<file path="src/rtl/dpd_pkg.sv">
// Shared types and constants for the drive PID block with gyro drift correction.
// No dependencies; every other file in rtl/ refers to this package by scoped names.
package dpd_pkg;

    localparam int ENC_W    = 24;
    localparam int GYRO_W   = 16;
    localparam int TGT_W    = 16;
    localparam int GAIN_W   = 8;
    localparam int ERR_W    = 26;
    localparam int DIFF_W   = 27;
    localparam int INT_W    = 9;
    localparam int SETTLE_W = 17;
    localparam int PP_W     = ERR_W + GAIN_W + 1;
    localparam int PD_W     = DIFF_W + GAIN_W + 1;
    localparam int PI_W     = INT_W + GAIN_W + 1;
    localparam int DRIFT_W  = GYRO_W + GAIN_W + 1;
    localparam int SUM_W    = PD_W + 2;
    localparam int MOTOR_W  = 8;
    localparam int POW_W    = 8;

    localparam int TICK_MS        = 20;
    localparam int INTEGRAL_LIMIT = 200;
    localparam int INTEGRAL_ZONE  = 210;
    localparam int UNLOCK_ERROR   = 100;
    localparam int MIN_WAIT_MS    = 250;
    localparam int DRIVE_SCALE    = 70;
    localparam int STRAFE_SCALE   = 127;
    localparam int TURN_SCALE     = 10;
    localparam int MOTOR_LIMIT    = 127;

    // direction codes
    localparam logic [2:0] MODE_NORTH = 3'd0;
    localparam logic [2:0] MODE_SOUTH = 3'd1;
    localparam logic [2:0] MODE_LEFT  = 3'd2;
    localparam logic [2:0] MODE_RIGHT = 3'd3;
    localparam logic [2:0] MODE_EAST  = 3'd4;
    localparam logic [2:0] MODE_WEST  = 3'd5;

    // register indexes
    localparam logic [2:0] REG_DIRECTION = 3'd0;
    localparam logic [2:0] REG_TARGET    = 3'd1;
    localparam logic [2:0] REG_WAIT      = 3'd2;
    localparam logic [2:0] REG_MAX_POWER = 3'd3;
    localparam logic [2:0] REG_GAIN_P    = 3'd4;
    localparam logic [2:0] REG_GAIN_I    = 3'd5;
    localparam logic [2:0] REG_GAIN_D    = 3'd6;
    localparam logic [2:0] REG_GAIN_DR   = 3'd7;

    typedef struct packed {
        logic                     start_move;
        logic signed [ENC_W-1:0]  enc_front_left;
        logic signed [ENC_W-1:0]  enc_front_right;
        logic signed [ENC_W-1:0]  enc_back_left;
        logic signed [ENC_W-1:0]  enc_back_right;
        logic signed [GYRO_W-1:0] gyro_tenths;
    } t_in_item;

    typedef struct packed {
        logic signed [MOTOR_W-1:0] motor_front_left;
        logic signed [MOTOR_W-1:0] motor_front_right;
        logic signed [MOTOR_W-1:0] motor_back_left;
        logic signed [MOTOR_W-1:0] motor_back_right;
        logic                      move_done;
    } t_out_item;

    typedef struct packed {
        logic [2:0]              direction_mode;
        logic signed [TGT_W-1:0] target_sixteenths;
        logic [15:0]             wait_ms;
        logic [6:0]              max_power;
        logic [GAIN_W-1:0]       gain_p;
        logic [GAIN_W-1:0]       gain_i;
        logic [GAIN_W-1:0]       gain_d;
        logic [GAIN_W-1:0]       gain_drift;
    } t_cfg;

    // error stage -> gain stage
    typedef struct packed {
        logic                     valid;
        logic                     done;
        logic [2:0]               mode;
        logic signed [ERR_W-1:0]  err;
        logic signed [INT_W-1:0]  integ;
        logic signed [DIFF_W-1:0] diff;
        logic signed [GYRO_W-1:0] gyro;
    } t_trk;

    // gain stage -> mixer
    typedef struct packed {
        logic                      valid;
        logic                      done;
        logic [2:0]                mode;
        logic signed [PP_W-1:0]    prod_p;
        logic signed [PI_W-1:0]    prod_i;
        logic signed [PD_W-1:0]    prod_d;
        logic signed [DRIFT_W-1:0] drift;
    } t_prod;

endpackage

</file>
<file path="src/rtl/dpd_track.sv">
// Error formation and PID/settle state update, one request per cycle while i_en is high.
// Depends on dpd_pkg; registers its result into a t_trk stage.
module dpd_track (
    input  logic             i_clk,
    input  logic             i_rst_n,
    input  logic             i_en,
    input  logic             i_valid,
    input  dpd_pkg::t_in_item i_item,
    input  dpd_pkg::t_cfg    i_cfg,
    output dpd_pkg::t_trk    o_stage
);

    localparam int EW = dpd_pkg::ENC_W;
    localparam int RW = dpd_pkg::ERR_W;
    localparam int SW = dpd_pkg::SETTLE_W;
    localparam logic signed [RW-1:0] ZONE     = RW'(dpd_pkg::INTEGRAL_ZONE);
    localparam logic signed [RW-1:0] ILIM     = RW'(dpd_pkg::INTEGRAL_LIMIT);
    localparam logic signed [RW-1:0] UNLOCK   = RW'(dpd_pkg::UNLOCK_ERROR);
    localparam logic [SW-1:0]        SMAX     = {SW{1'b1}};
    localparam logic [SW-1:0]        MIN_WAIT = SW'(dpd_pkg::MIN_WAIT_MS);

    logic signed [dpd_pkg::INT_W-1:0]  r_integ, n_integ;
    logic signed [RW-1:0]              r_prev, n_prev;
    logic [SW-1:0]                     r_settle, n_settle;
    logic                              r_lock, n_lock;
    logic                              r_fin, n_fin;
    dpd_pkg::t_trk                     r_stage, n_stage;

    logic [EW-1:0]     a_fl, a_fr, a_bl, a_br;
    logic [EW+1:0]     pos_sum;
    logic [EW-1:0]     pos;
    logic signed [23:0] t70, t127, t70d, t127d;
    logic [16:0]       t_abs, g_abs, turn_t;
    logic [20:0]       t10;
    logic signed [RW-1:0] err, isum;
    logic signed [dpd_pkg::INT_W-1:0] integ0, integ;
    logic signed [RW-1:0] prev0;
    logic [SW-1:0]     settle0, wait_eff;
    logic [SW:0]       settle_inc;
    logic              lock0, fin0, in_zone, stop;
    logic signed [dpd_pkg::DIFF_W-1:0] diff;

    function automatic logic [EW-1:0] abs_enc(input logic signed [EW-1:0] v);
        return v[EW-1] ? (~v + EW'(1)) : v;
    endfunction

    always_comb begin
        a_fl = abs_enc(i_item.enc_front_left);
        a_fr = abs_enc(i_item.enc_front_right);
        a_bl = abs_enc(i_item.enc_back_left);
        a_br = abs_enc(i_item.enc_back_right);
        pos_sum = {2'b00, a_fl} + {2'b00, a_bl} + {2'b00, a_fr} + {2'b00, a_br};
        pos = pos_sum[EW+1:2];

        // target scaling with division truncated toward zero
        t70  = $signed({{8{i_cfg.target_sixteenths[15]}}, i_cfg.target_sixteenths})
               * 24'(dpd_pkg::DRIVE_SCALE);
        t127 = $signed({{8{i_cfg.target_sixteenths[15]}}, i_cfg.target_sixteenths})
               * 24'(dpd_pkg::STRAFE_SCALE);
        t70d  = t70[23]  ? ((t70 + 24'sd15) >>> 4)  : (t70 >>> 4);
        t127d = t127[23] ? ((t127 + 24'sd15) >>> 4) : (t127 >>> 4);

        t_abs = i_cfg.target_sixteenths[15] ?
                (17'd0 - {1'b1, i_cfg.target_sixteenths}) : {1'b0, i_cfg.target_sixteenths};
        g_abs = i_item.gyro_tenths[15] ?
                (17'd0 - {1'b1, i_item.gyro_tenths}) : {1'b0, i_item.gyro_tenths};
        t10    = {4'd0, t_abs} * 21'(dpd_pkg::TURN_SCALE);
        turn_t = t10[20:4];

        case (i_cfg.direction_mode)
            dpd_pkg::MODE_NORTH, dpd_pkg::MODE_SOUTH:
                err = {{(RW-24){t70d[23]}}, t70d} - {2'b00, pos};
            dpd_pkg::MODE_LEFT, dpd_pkg::MODE_RIGHT:
                err = {{(RW-17){1'b0}}, turn_t} - {{(RW-17){1'b0}}, g_abs};
            default:
                err = {{(RW-24){t127d[23]}}, t127d} - {2'b00, pos};
        endcase

        // start of move clears state; the timer advances by TICK_MS on every live tick until the move finishes
        settle_inc = {1'b0, r_settle} + (SW+1)'(dpd_pkg::TICK_MS);
        if (i_item.start_move) begin
            integ0  = '0;
            prev0   = '0;
            settle0 = '0;
            lock0   = 1'b1;
            fin0    = 1'b0;
        end else begin
            integ0  = r_integ;
            prev0   = r_prev;
            settle0 = r_fin ? r_settle : (settle_inc[SW] ? SMAX : settle_inc[SW-1:0]);
            lock0   = r_lock;
            fin0    = r_fin;
        end

        in_zone = (err != '0) && (err < ZONE) && (err > -ZONE);
        isum = {{(RW-dpd_pkg::INT_W){integ0[dpd_pkg::INT_W-1]}}, integ0} + err;
        if (!in_zone)
            integ = '0;
        else if (isum > ILIM)
            integ = dpd_pkg::INT_W'(ILIM);
        else if (isum < -ILIM)
            integ = dpd_pkg::INT_W'(-ILIM);
        else
            integ = isum[dpd_pkg::INT_W-1:0];

        diff = (err == '0) ? '0 : ({err[RW-1], err} - {prev0[RW-1], prev0});

        wait_eff = ({1'b0, i_cfg.wait_ms} < MIN_WAIT) ? MIN_WAIT : {1'b0, i_cfg.wait_ms};

        n_integ  = r_integ;
        n_prev   = r_prev;
        n_settle = r_settle;
        n_lock   = r_lock;
        n_fin    = r_fin;
        stop     = 1'b0;
        if (fin0 || (i_cfg.direction_mode > dpd_pkg::MODE_WEST)) begin
            n_integ  = integ0;
            n_prev   = prev0;
            n_settle = settle0;
            n_lock   = lock0;
            n_fin    = 1'b1;
            stop     = 1'b1;
        end else begin
            n_integ  = integ;
            n_prev   = err;
            n_lock   = lock0 && !(err < UNLOCK);
            n_settle = n_lock ? '0 : settle0;
            stop     = (n_settle >= wait_eff);
            n_fin    = stop;
        end

        n_stage.valid = i_valid;
        n_stage.done  = stop;
        n_stage.mode  = i_cfg.direction_mode;
        n_stage.err   = err;
        n_stage.integ = integ;
        n_stage.diff  = diff;
        n_stage.gyro  = i_item.gyro_tenths;
    end

    always_ff @(posedge i_clk) begin
        if (!i_rst_n) begin
            r_integ       <= '0;
            r_prev        <= '0;
            r_settle      <= '0;
            r_lock        <= 1'b1;
            r_fin         <= 1'b0;
            r_stage.valid <= 1'b0;
        end else if (i_en) begin
            r_stage <= n_stage;
            if (i_valid) begin
                r_integ  <= n_integ;
                r_prev   <= n_prev;
                r_settle <= n_settle;
                r_lock   <= n_lock;
                r_fin    <= n_fin;
            end
        end
    end

    assign o_stage = r_stage;

endmodule

</file>
<file path="src/rtl/dpd_gain.sv">
// Gain multipliers: P, I, D and gyro drift products, all in parallel, registered.
// Depends on dpd_pkg; consumes t_trk and produces t_prod.
module dpd_gain (
    input  logic          i_clk,
    input  logic          i_rst_n,
    input  logic          i_en,
    input  dpd_pkg::t_trk i_stage,
    input  dpd_pkg::t_cfg i_cfg,
    output dpd_pkg::t_prod o_stage
);

    dpd_pkg::t_prod r_stage, n_stage;
    logic signed [dpd_pkg::GAIN_W:0] gp, gi, gd, gdr;
    logic                            turning;

    always_comb begin
        gp  = $signed({1'b0, i_cfg.gain_p});
        gi  = $signed({1'b0, i_cfg.gain_i});
        gd  = $signed({1'b0, i_cfg.gain_d});
        gdr = $signed({1'b0, i_cfg.gain_drift});
        turning = (i_stage.mode == dpd_pkg::MODE_LEFT) || (i_stage.mode == dpd_pkg::MODE_RIGHT);

        n_stage.valid  = i_stage.valid;
        n_stage.done   = i_stage.done;
        n_stage.mode   = i_stage.mode;
        n_stage.prod_p = gp * i_stage.err;
        n_stage.prod_i = gi * i_stage.integ;
        n_stage.prod_d = gd * i_stage.diff;
        // kept as its own signed product so the gyro sign survives
        n_stage.drift  = gdr * i_stage.gyro;
        if (turning)
            n_stage.drift = '0;
    end

    always_ff @(posedge i_clk) begin
        if (!i_rst_n) begin
            r_stage.valid <= 1'b0;
        end else if (i_en) begin
            r_stage <= n_stage;
        end
    end

    assign o_stage = r_stage;

endmodule

</file>
<file path="src/rtl/dpd_mix.sv">
// PID sum to clamped power, then per-wheel mixing with drift and output register.
// Depends on dpd_pkg; consumes t_prod, drives the result request.
module dpd_mix (
    input  logic              i_clk,
    input  logic              i_rst_n,
    input  logic              i_en,
    input  dpd_pkg::t_prod    i_stage,
    input  dpd_pkg::t_cfg     i_cfg,
    output logic              o_valid,
    output dpd_pkg::t_out_item o_item
);

    localparam int SW = dpd_pkg::SUM_W;
    localparam int DW = dpd_pkg::DRIFT_W;
    localparam int MW = DW + 1;
    localparam logic signed [MW-1:0] MLIM = MW'(dpd_pkg::MOTOR_LIMIT);

    logic signed [SW-1:0]               sum, quo, mp;
    logic signed [dpd_pkg::POW_W-1:0]   n_pow, r_pow;
    logic signed [DW-1:0]               r_drift;
    logic [2:0]                         r_mode;
    logic                               r_done, r_pvalid;
    logic signed [15:0]                 pw;
    logic signed [DW-1:0]               dr;
    logic                               r_out_valid;
    dpd_pkg::t_out_item                 r_out, n_out;

    function automatic logic signed [dpd_pkg::MOTOR_W-1:0] motor_cmd(
        input logic signed [15:0] p,
        input logic signed [DW-1:0] d
    );
        logic signed [MW-1:0] v, q;
        v = {{(MW-16){p[15]}}, p} + {d[DW-1], d};
        q = v[MW-1] ? ((v + MW'(255)) >>> 8) : (v >>> 8);
        if (q > MLIM)
            return dpd_pkg::MOTOR_W'(MLIM);
        else if (q < -MLIM)
            return dpd_pkg::MOTOR_W'(-MLIM);
        else
            return q[dpd_pkg::MOTOR_W-1:0];
    endfunction

    // power stage
    always_comb begin
        sum = {{(SW-dpd_pkg::PP_W){i_stage.prod_p[dpd_pkg::PP_W-1]}}, i_stage.prod_p}
            + {{(SW-dpd_pkg::PI_W){i_stage.prod_i[dpd_pkg::PI_W-1]}}, i_stage.prod_i}
            + {{(SW-dpd_pkg::PD_W){i_stage.prod_d[dpd_pkg::PD_W-1]}}, i_stage.prod_d};
        quo = sum[SW-1] ? ((sum + SW'(255)) >>> 8) : (sum >>> 8);
        mp  = {{(SW-7){1'b0}}, i_cfg.max_power};
        if (quo > mp)
            n_pow = dpd_pkg::POW_W'(mp);
        else if (quo < -mp)
            n_pow = dpd_pkg::POW_W'(-mp);
        else
            n_pow = quo[dpd_pkg::POW_W-1:0];
    end

    // wheel mixing
    always_comb begin
        pw = {r_pow, 8'd0};
        dr = r_drift;
        n_out.move_done = r_done;
        case (r_mode)
            dpd_pkg::MODE_NORTH: begin
                n_out.motor_front_left  = motor_cmd(pw, -dr);
                n_out.motor_front_right = motor_cmd(pw, dr);
                n_out.motor_back_left   = motor_cmd(pw, -dr);
                n_out.motor_back_right  = motor_cmd(pw, dr);
            end
            dpd_pkg::MODE_SOUTH: begin
                n_out.motor_front_left  = motor_cmd(-pw, -dr);
                n_out.motor_front_right = motor_cmd(-pw, dr);
                n_out.motor_back_left   = motor_cmd(-pw, -dr);
                n_out.motor_back_right  = motor_cmd(-pw, dr);
            end
            dpd_pkg::MODE_LEFT: begin
                n_out.motor_front_left  = motor_cmd(-pw, '0);
                n_out.motor_front_right = motor_cmd(pw, '0);
                n_out.motor_back_left   = motor_cmd(-pw, '0);
                n_out.motor_back_right  = motor_cmd(pw, '0);
            end
            dpd_pkg::MODE_RIGHT: begin
                n_out.motor_front_left  = motor_cmd(pw, '0);
                n_out.motor_front_right = motor_cmd(-pw, '0);
                n_out.motor_back_left   = motor_cmd(pw, '0);
                n_out.motor_back_right  = motor_cmd(-pw, '0);
            end
            dpd_pkg::MODE_EAST: begin
                n_out.motor_front_left  = motor_cmd(pw, -dr);
                n_out.motor_front_right = motor_cmd(-pw, dr);
                n_out.motor_back_left   = motor_cmd(-pw, -dr);
                n_out.motor_back_right  = motor_cmd(pw, dr);
            end
            default: begin
                n_out.motor_front_left  = motor_cmd(-pw, -dr);
                n_out.motor_front_right = motor_cmd(pw, dr);
                n_out.motor_back_left   = motor_cmd(pw, -dr);
                n_out.motor_back_right  = motor_cmd(-pw, dr);
            end
        endcase
        if (r_done) begin
            n_out.motor_front_left  = '0;
            n_out.motor_front_right = '0;
            n_out.motor_back_left   = '0;
            n_out.motor_back_right  = '0;
        end
    end

    always_ff @(posedge i_clk) begin
        if (!i_rst_n) begin
            r_pvalid    <= 1'b0;
            r_out_valid <= 1'b0;
        end else if (i_en) begin
            r_pvalid    <= i_stage.valid;
            r_out_valid <= r_pvalid;
        end
    end

    always_ff @(posedge i_clk) begin
        if (i_en) begin
            r_pow   <= n_pow;
            r_drift <= i_stage.drift;
            r_mode  <= i_stage.mode;
            r_done  <= i_stage.done;
            r_out   <= n_out;
        end
    end

    assign o_valid = r_out_valid;
    assign o_item  = r_out;

endmodule

</file>
<file path="src/rtl/drive_pid_with_drift_correction.sv">
// Top level of the drive PID block: configuration registers, input register and pipeline.
// Depends on dpd_pkg, dpd_track, dpd_gain and dpd_mix.
//
// One request in, one result out. The pipeline takes a new request every cycle unless the
// output register is stalled: the PID and settle state is updated in the error stage in
// the same cycle the request leaves the input register, so the following request sees it
// at once. Stages: input register, error/state, gain multipliers (four in
// parallel), power clamp, wheel mixing into the output register. The whole pipeline
// advances when the output register is empty or being taken, so o_in_ready follows
// i_out_ready combinationally. Configuration writes are accepted every cycle and must be
// issued only while no request is in flight.
module drive_pid_with_drift_correction (
    input  logic               i_clk,
    input  logic               i_rst_n,
    input  logic               i_in_valid,
    output logic               o_in_ready,
    input  dpd_pkg::t_in_item  i_in_item,
    output logic               o_out_valid,
    input  logic               i_out_ready,
    output dpd_pkg::t_out_item o_out_item,
    input  logic               i_cfg_valid,
    output logic               o_cfg_ready,
    input  logic [2:0]         i_cfg_index,
    input  logic [15:0]        i_cfg_data
);

    dpd_pkg::t_cfg     r_cfg;
    dpd_pkg::t_in_item r_in;
    logic              r_in_valid;
    logic              en;
    dpd_pkg::t_trk     trk;
    dpd_pkg::t_prod    prod;

    assign en          = !o_out_valid || i_out_ready;
    assign o_in_ready  = en;
    assign o_cfg_ready = 1'b1;

    always_ff @(posedge i_clk) begin
        if (!i_rst_n) begin
            r_cfg.direction_mode    <= dpd_pkg::MODE_NORTH;
            r_cfg.target_sixteenths <= '0;
            r_cfg.wait_ms           <= 16'(dpd_pkg::MIN_WAIT_MS);
            r_cfg.max_power         <= 7'd127;
            r_cfg.gain_p            <= 8'd51;
            r_cfg.gain_i            <= 8'd26;
            r_cfg.gain_d            <= 8'd102;
            r_cfg.gain_drift        <= 8'd205;
        end else if (i_cfg_valid) begin
            unique case (i_cfg_index)
                dpd_pkg::REG_DIRECTION: r_cfg.direction_mode    <= i_cfg_data[2:0];
                dpd_pkg::REG_TARGET:    r_cfg.target_sixteenths <= i_cfg_data;
                dpd_pkg::REG_WAIT:      r_cfg.wait_ms           <= i_cfg_data;
                dpd_pkg::REG_MAX_POWER: r_cfg.max_power         <= i_cfg_data[6:0];
                dpd_pkg::REG_GAIN_P:    r_cfg.gain_p            <= i_cfg_data[7:0];
                dpd_pkg::REG_GAIN_I:    r_cfg.gain_i            <= i_cfg_data[7:0];
                dpd_pkg::REG_GAIN_D:    r_cfg.gain_d            <= i_cfg_data[7:0];
                dpd_pkg::REG_GAIN_DR:   r_cfg.gain_drift        <= i_cfg_data[7:0];
                default: ;
            endcase
        end
    end

    always_ff @(posedge i_clk) begin
        if (!i_rst_n) begin
            r_in_valid <= 1'b0;
        end else if (en) begin
            r_in_valid <= i_in_valid;
        end
    end

    always_ff @(posedge i_clk) begin
        if (en) begin
            r_in <= i_in_item;
        end
    end

    dpd_track u_track (
        .i_clk   (i_clk),
        .i_rst_n (i_rst_n),
        .i_en    (en),
        .i_valid (r_in_valid),
        .i_item  (r_in),
        .i_cfg   (r_cfg),
        .o_stage (trk)
    );

    dpd_gain u_gain (
        .i_clk   (i_clk),
        .i_rst_n (i_rst_n),
        .i_en    (en),
        .i_stage (trk),
        .i_cfg   (r_cfg),
        .o_stage (prod)
    );

    dpd_mix u_mix (
        .i_clk   (i_clk),
        .i_rst_n (i_rst_n),
        .i_en    (en),
        .i_stage (prod),
        .i_cfg   (r_cfg),
        .o_valid (o_out_valid),
        .o_item  (o_out_item)
    );

endmodule

</file>
<file path="config.mk">
export PLATFORM = sky130hd
export DESIGN_NAME = drive_pid_with_drift_correction
export DESIGN_NICKNAME = d
export VERILOG_FILES = /design/src/rtl/dpd_pkg.sv /design/src/rtl/dpd_track.sv /design/src/rtl/dpd_gain.sv /design/src/rtl/dpd_mix.sv /design/src/rtl/drive_pid_with_drift_correction.sv
export SDC_FILE = /design/constraint.sdc
export NUM_CORES = 2
export LEC_CHECK = 0
export ABC_AREA = 1
export BUFFER_PORTS_ARGS = -buffer_cell sky130_fd_sc_hd__buf_2
export CAP_MARGIN = 40
export CORE_ASPECT_RATIO = 1.4
export CORE_MARGIN = 4
export CORE_UTILIZATION = 29
export CTS_BUF_LIST = sky130_fd_sc_hd__clkbuf_4
export CTS_CLUSTER_DIAMETER = 200
export CTS_CLUSTER_SIZE = 24
export DETAILED_ROUTE_END_ITERATION = 12
export PLACE_DENSITY_LB_ADDON = 0.15
export SLEW_MARGIN = 20
export SYNTH_ARGS = -nofsm -noshare
export SYNTH_HDL_FRONTEND = slang
export SYNTH_SLANG_ARGS = --single-unit
</file>
<file path="constraint.sdc">
create_clock -name i_clk -period 14.5 [get_ports i_clk]
set_input_delay 3.625 -clock i_clk [delete_from_list [all_inputs] [get_ports i_clk]]
set_output_delay 3.625 -clock i_clk [all_outputs]
set_load 0.1 [all_outputs]
</file>
Yosys cells after proc, flatten, opt, wreduce, memory -nomap -nowiden
Cells that the tools add are included.

$mul: 7. Add/subtract/negate cells: 33. Bitwise logic cells: 4. Shift-type cells: 0. Muxes and demuxes: 48. Divide/modulo/power cells: 0. Reduce and logical (&&, ||, !) cells: 25. Equal/unequal tests: 16. Magnitude comparators: 22.

Operators by type and width (count): 26-bit 2-to-1 mux (8); 26-bit by 8-bit less-than comparator with 1-bit output, second input constant (7); 32-bit case mux with 5 select lines (1); 26-bit by 8-bit > comparator with 1-bit output, second input constant (6); 24-bit 2-to-1 mux (6); 17-bit 2-to-1 mux (7); 16-bit by 25-bit adder with 26-bit output (4); 26-bit by 9-bit adder with 26-bit output, second input constant (4); 8-bit 2-to-1 mux (13); 24-bit by 2-bit adder with 24-bit output, second input constant (4); 24-bit NOT (4); 26-bit by 24-bit adder with 26-bit output (2); 26-bit by 9-bit > comparator with 1-bit output, second input constant (2); 26-bit by 9-bit less-than comparator with 1-bit output, second input constant (2); 26-bit case mux with 2 select lines (1); 24-bit by 25-bit subtractor with 26-bit output (2); 24-bit by 5-bit adder with 24-bit output, second input constant (2); 9-bit 2-to-1 mux (5); 38-bit adder (1); 38-bit by 9-bit adder with 38-bit output, second input constant (1); 38-bit by 8-bit > comparator with 1-bit output (1); 38-bit less-than comparator (1); 38-bit 2-to-1 mux (1); 7-bit negator with 38-bit output (1); other kinds (34) (69).

Memories kept: 0. Word-level logic and storage cells: 201. Flip-flop bits (word level): 516. Bits of input ports: 137. ROM bits: 0. Latch bits: 0. Output and inout port bits: 36. Memory bits (writable): 0.

Logic depth before layout (Yosys ltp)
Word-level depth: 14. Gate-level depth with buffers: 65. Gate-level depth less buffers: 65.

By module
A second synthesis with hierarchy kept.

Cells, all modules: 10919. Area total of the unflattened synthesis: 75526.2 sq um.

By module, submodules not included: dpd_gain (cells each 3886, instances 1, area each 28324.7 sq um, seq. area each 3563.4 sq um); dpd_track (cells each 3531, instances 1, area each 24041.8 sq um, seq. area each 3563.4 sq um); dpd_mix (cells each 2976, instances 1, area each 16867.4 sq um, seq. area each 2142.1 sq um); drive_pid_with_drift_correction (cells each 526, instances 1, area each 6292.3 sq um, seq. area each 4894.7 sq um).

Worst setup path after synthesis
Ideal clock, no wire load.

Kind: input -> register. Start: input i_rst_n. End: register u_gain.r_stage, in the netlist u_gain.o_stage[0], enable pin. Stages on the path: 4. Required time: 13737 ps. Setup time: 763 ps. Data arrival time: 12516 ps. Setup slack: 1221 ps. Cell sequence: clkbuf_1 > inv_2 > clkbuf_1 > nor2_1.

Longest elaborated chain between the ends: 1.

RTL lines: from (decl) (line drive_pid_with_drift_correction.sv:14) `input logic i_rst_n,`; 2-bit AND reduction (no source line); to (signal assigned) (line dpd_gain.sv:39) `r_stage <= n_stage;`; to (decl) (line dpd_gain.sv:12) `dpd_pkg::t_prod r_stage, n_stage;`.

Every way passes these cells. A chain may end at the register's enable or synchronous reset.

Worst setup path after layout
Start: register r_cfg[70] (netlist name). End: register u_track.r_integ[4] (netlist name).

Longest elaborated chain between the ends: 11. Elaborated cells on any way between the ends: 25. Classes of those cells: add/sub (7); mul (3); order compare (4); mux (8); reduce/logical (3).

RTL lines: from (decl) (line drive_pid_with_drift_correction.sv:27) `dpd_pkg::t_cfg r_cfg;`; 16-bit by 8-bit multiplier with 24-bit output, or another cell as far along (line dpd_track.sv:59) `* 24'(dpd_pkg::STRAFE_SCALE);`; 24-bit by 5-bit adder with 24-bit output, or another cell as far along (line dpd_track.sv:61) `t127d = t127[23] ? ((t127 + 24'sd15) >>> 4) : (t127 >>> 4);`; 24-bit 2-to-1 mux, or another cell as far along (line dpd_track.sv:61); 24-bit by 25-bit subtractor with 26-bit output, or another cell as far along (line dpd_track.sv:76) `err = {{(RW-24){t127d[23]}}, t127d} - {2'b00, pos};`; 26-bit case mux with 2 select lines (*) (line dpd_track.sv:70) `case (i_cfg.direction_mode)`; net u_track.err[20] (line dpd_track.sv:35) `logic signed [RW-1:0] err, isum;`; 26-bit adder (line dpd_track.sv:96) `isum = {{(RW-dpd_pkg::INT_W){integ0[dpd_pkg::INT_W-1]}}, integ0} + err;`; 26-bit by 9-bit less-than comparator with 1-bit output (line dpd_track.sv:101) `else if (isum < -ILIM)`; 9-bit 2-to-1 mux (line dpd_track.sv:101); 9-bit 2-to-1 mux (line dpd_track.sv:99) `else if (isum > ILIM)`; 9-bit 2-to-1 mux (*) (line dpd_track.sv:97) `if (!in_zone)`; 9-bit 2-to-1 mux (*) (line dpd_track.sv:116) `if (fin0 || (i_cfg.direction_mode > dpd_pkg::MODE_WEST)) begin`; to (signal assigned) (line dpd_track.sv:152) `r_integ <= n_integ;`; to (decl) (line dpd_track.sv:22) `logic signed [dpd_pkg::INT_W-1:0] r_integ, n_integ;`.

The timed path passes the listed nets; every way through them passes the cells marked *.

==> impl_metrics.env <==
export IMPL_fin_area_mm2=0.07681
export IMPL_hp_start="u_gain.o_stage[116]"
export IMPL_layout_commonest_cell="nand2_1"
export IMPL_final_cell_mix="2274 x nand2_1, 2150 x inv_1, 740 x ha_1"
export IMPL_drt_antenna_violating_nets=0
export IMPL_row_count=216
export IMPL_crit_required_ns=15.54
export IMPL_synth_top_family_by_area="adder cells"
export IMPL_post_dp_cell_area_mm2=0.07643
export IMPL_place_congestion=0.8919
export IMPL_fin_crit_sh_pct=73.42
export IMPL_synth_top_area_cell="fa_1"
export IMPL_cp_end_kind="flop"
export IMPL_synth_area_leaders="fa_1 17%, edfxtp_1 16%, ha_1 13%"
export IMPL_syn_area_per_cell_um2=7.277
export IMPL_worst_slack_ns=3.854
export IMPL_crit_reg2reg_launch="r_cfg[70]"
export IMPL_r2r_setup_slack_ns=3.85
export IMPL_setup_viol=0
export IMPL_syn_area_mm2=0.07195
export IMPL_ys_warn_count=0
export IMPL_routed_wl_mm=220.1
export IMPL_hpwl_mm=187.7
export IMPL_die_area_mm2=0.2562
export IMPL_grt_pass1_vias=63430
export IMPL_overflow=0
export IMPL_ys_seq_elements=516
export IMPL_drc_errors=0
export IMPL_worst_slew_pin_slew_ns=1.072
export IMPL_grt_max_degree=175
export IMPL_worstHoldPathCells=0
export IMPL_cts_setup_buffers=0
export IMPL_cts_buffers=25
export IMPL_antenna_found_initial=12
export IMPL_fin_crit_ns=10.65
export IMPL_synth_compound_area_share_pct=9.949
export IMPL_clk_latency_ns=1.13
export IMPL_synth_fa_ha_area_share_pct=29.40
export IMPL_synth_simple_gate_area_share_pct=21.92
export IMPL_areaGrowthSynthToFinish_pct=6.762
export IMPL_postCtsHoldBufs=0
export IMPL_htreeDepth=1
export IMPL_seq_area_mm2=0.01417
export IMPL_worst_path_largest_cell_delay_ns=0.54
export IMPL_grt_pass1_wl_mm=349.6
export IMPL_yosysSeqAreaShare_pct=19.69
export IMPL_wl_per_cell_um=16.68
export IMPL_drtIter0Drc=2911
export IMPL_hold_viol=0
export IMPL_hold_path_end="u_mix.r_mode[2]"
export IMPL_cts_clk_slew_worst_paths_ns=0.30
export IMPL_crit_top_cell="nand2_1"
export IMPL_yosys_area_top_type_share_pct=16.53
export IMPL_initial_core_util_pct=29.13
export IMPL_min_path_type="flop to flop"
export IMPL_die_h_um=597.3
export IMPL_core_area_mm2=0.2470
export IMPL_crit_path_top_delay_cell="fa_1"
export IMPL_drive_gt1_share_pct=3.904
export IMPL_cts_resized=0
export IMPL_clkSinkCount=516
export IMPL_synth_ff_type="edfxtp_1"
export IMPL_holdWs_ns=0.4257
export IMPL_place_ws_ns=3.948
export IMPL_status="finished clean"
export IMPL_nets=11370
export IMPL_dieWidth_um=429.0
export IMPL_r2r_end="u_track.r_integ[4]"
export IMPL_synth_distinct_cells=73
export IMPL_crit_arrival_ns=11.69
export IMPL_cts_root_buf="clkbuf_4"
export IMPL_synthArstFlopShare_pct=0
export IMPL_clk_path_buf_depth=3
export IMPL_synth_xor_area_share_pct=6.316
export IMPL_num_vias=61000
export IMPL_slew_headroom_pct=28.56
export IMPL_slew_violations=0
export IMPL_max_freq_mhz=93.93
export IMPL_grt_usage_pct=17.00
export IMPL_fillers=27060
export IMPL_drt_pass1_iterations=6
export IMPL_num_io_pins=173
export IMPL_cap_violations=0
export IMPL_multiInputGateArea_mm2=0.04868
export IMPL_start_kind="flop"
export IMPL_io_buffer_count=171
export IMPL_finalClockSkew_ns=0.08279
export IMPL_synth_edf_count=383
export IMPL_viasPerCell=4.623
export IMPL_netlist_instances=9887
export IMPL_path_class="flop to flop"
export IMPL_fin_tns_setup_ns=0
export IMPL_crit_path_max_fanout=40
export IMPL_tritoncts="done"
export IMPL_synthMuxAreaShare_pct=0.01391
export IMPL_ff2ff_path_depth=52
export IMPL_rsz0062_at_grt="false"
-- metrics by stage --
stage / std cells / util [%]
after floorplan: 9888 / -
after global placement: 13130 / 30.88
after detailed placement: 13140 / 30.94
after CTS: 13180 / 31.07
after global routing: 13190 / 31.09
final: 13190 / 31.10
-- area by class of cell --
type                    count  share of cell area (%)
well taps                3270                   5.327
inverters                2175                   10.64
diodes                     10                 0.03258
repair buffers            225                   1.756
clock buffers              41                  0.4007
multi-input cells        6952                   63.37
flip-flops and latches    516                   18.44
clock inverters             5                 0.03258
-- kinds of logic (layout without fill, tap and decap cells) --
logic type                 Yosys count  in the layout
muxes                                1              1
adders and majority gates         1334           1334
DFF                                516            516
buffers and inverters             2420           2446
AOI/OAI and AO/OA                 1307           1307
other                                1             12
xor gates and xnor gates           512            512
and+or+nand+nor                   3796           3796
-- sequential cells by signal, summed over array words and instances, names as in the netlist --
signal,cells
r_cfg,74
r_in,113
r_in_valid,1
u_gain.o_stage,119
u_mix.dr,25
u_mix.o_item,33
u_mix.o_valid,1
u_mix.r_done,1
u_mix.r_mode,3
u_mix.r_pow,8
u_mix.r_pvalid,1
u_track.o_stage,83
u_track.r_fin,1
u_track.r_integ,9
u_track.r_lock,1
u_track.r_prev,26
u_track.r_settle,17
-- how the worst max path moves through the flow --
stage,from,cells past startpoint,end,slack [ns]
floorplan,i_rst_n,4,u_gain.o_stage[0],1.22
global placement,r_cfg[70],52,u_track.r_integ[4],3.86
detailed placement,r_in[111],50,u_track.r_integ[5],3.95
CTS,r_in[111],50,u_track.r_integ[4],3.87
global route,r_cfg[70],54,u_track.r_integ[4],2.78
finish,r_cfg[70],52,u_track.r_integ[4],3.85
-- cell usage after synthesis (7+ instances only) --
cell and instances:
xor2_2 7, nand4_1 116, nor2_1 703, a21o_1 24
o211ai_1 20, a31oi_1 42, o21bai_1 33, a21oi_1 636
buf_1 43, clkbuf_2 31, xor2_1 328, o21ai_0 394
inv_1 2149, ha_1 740, fa_1 594, o21a_1 17
inv_2 20, and2_1 9, clkbuf_1 161, or2_2 23
nand2_1 2275, dfxtp_1 133, nor4_1 29, a21boi_0 23
nand3b_1 29, o21ai_1 35, nor2_2 9, nand2_2 18
o22ai_1 8, nand3_1 441, o31ai_1 11, nor3_1 106
edfxtp_1 383, xnor2_1 176, nor2_4 9, a221oi_1 7
a211oi_1 16
-- critical path: cells and delay by family, from the launching register on --
family / cells / cell delay, ns
buffers and inverters: 9 / 1.46
AND/OR/NAND/NOR: 26 / 4.04
flip-flops: 1 / 0.37
adder cells (fa/ha/maj): 7 / 3.15
AO/OA/AOI/OAI: 8 / 1.25
XOR/XNOR: 2 / 0.27
-- per-layer routing --
layer / share of wire (%) / vias up / GRT usage (%)
met5: 0.024 / - / 0
met4: 3.4 / 8 / 5.231
met3: 2.4 / 227 / 1.109
met2: 54 / 887 / 33.58
met1: 40 / 28920 / 19.24
li1: - / 30960 / -
Power is not shown: default switching activity piles up to over one toggle a cycle in this logic, so the estimate is an artifact.
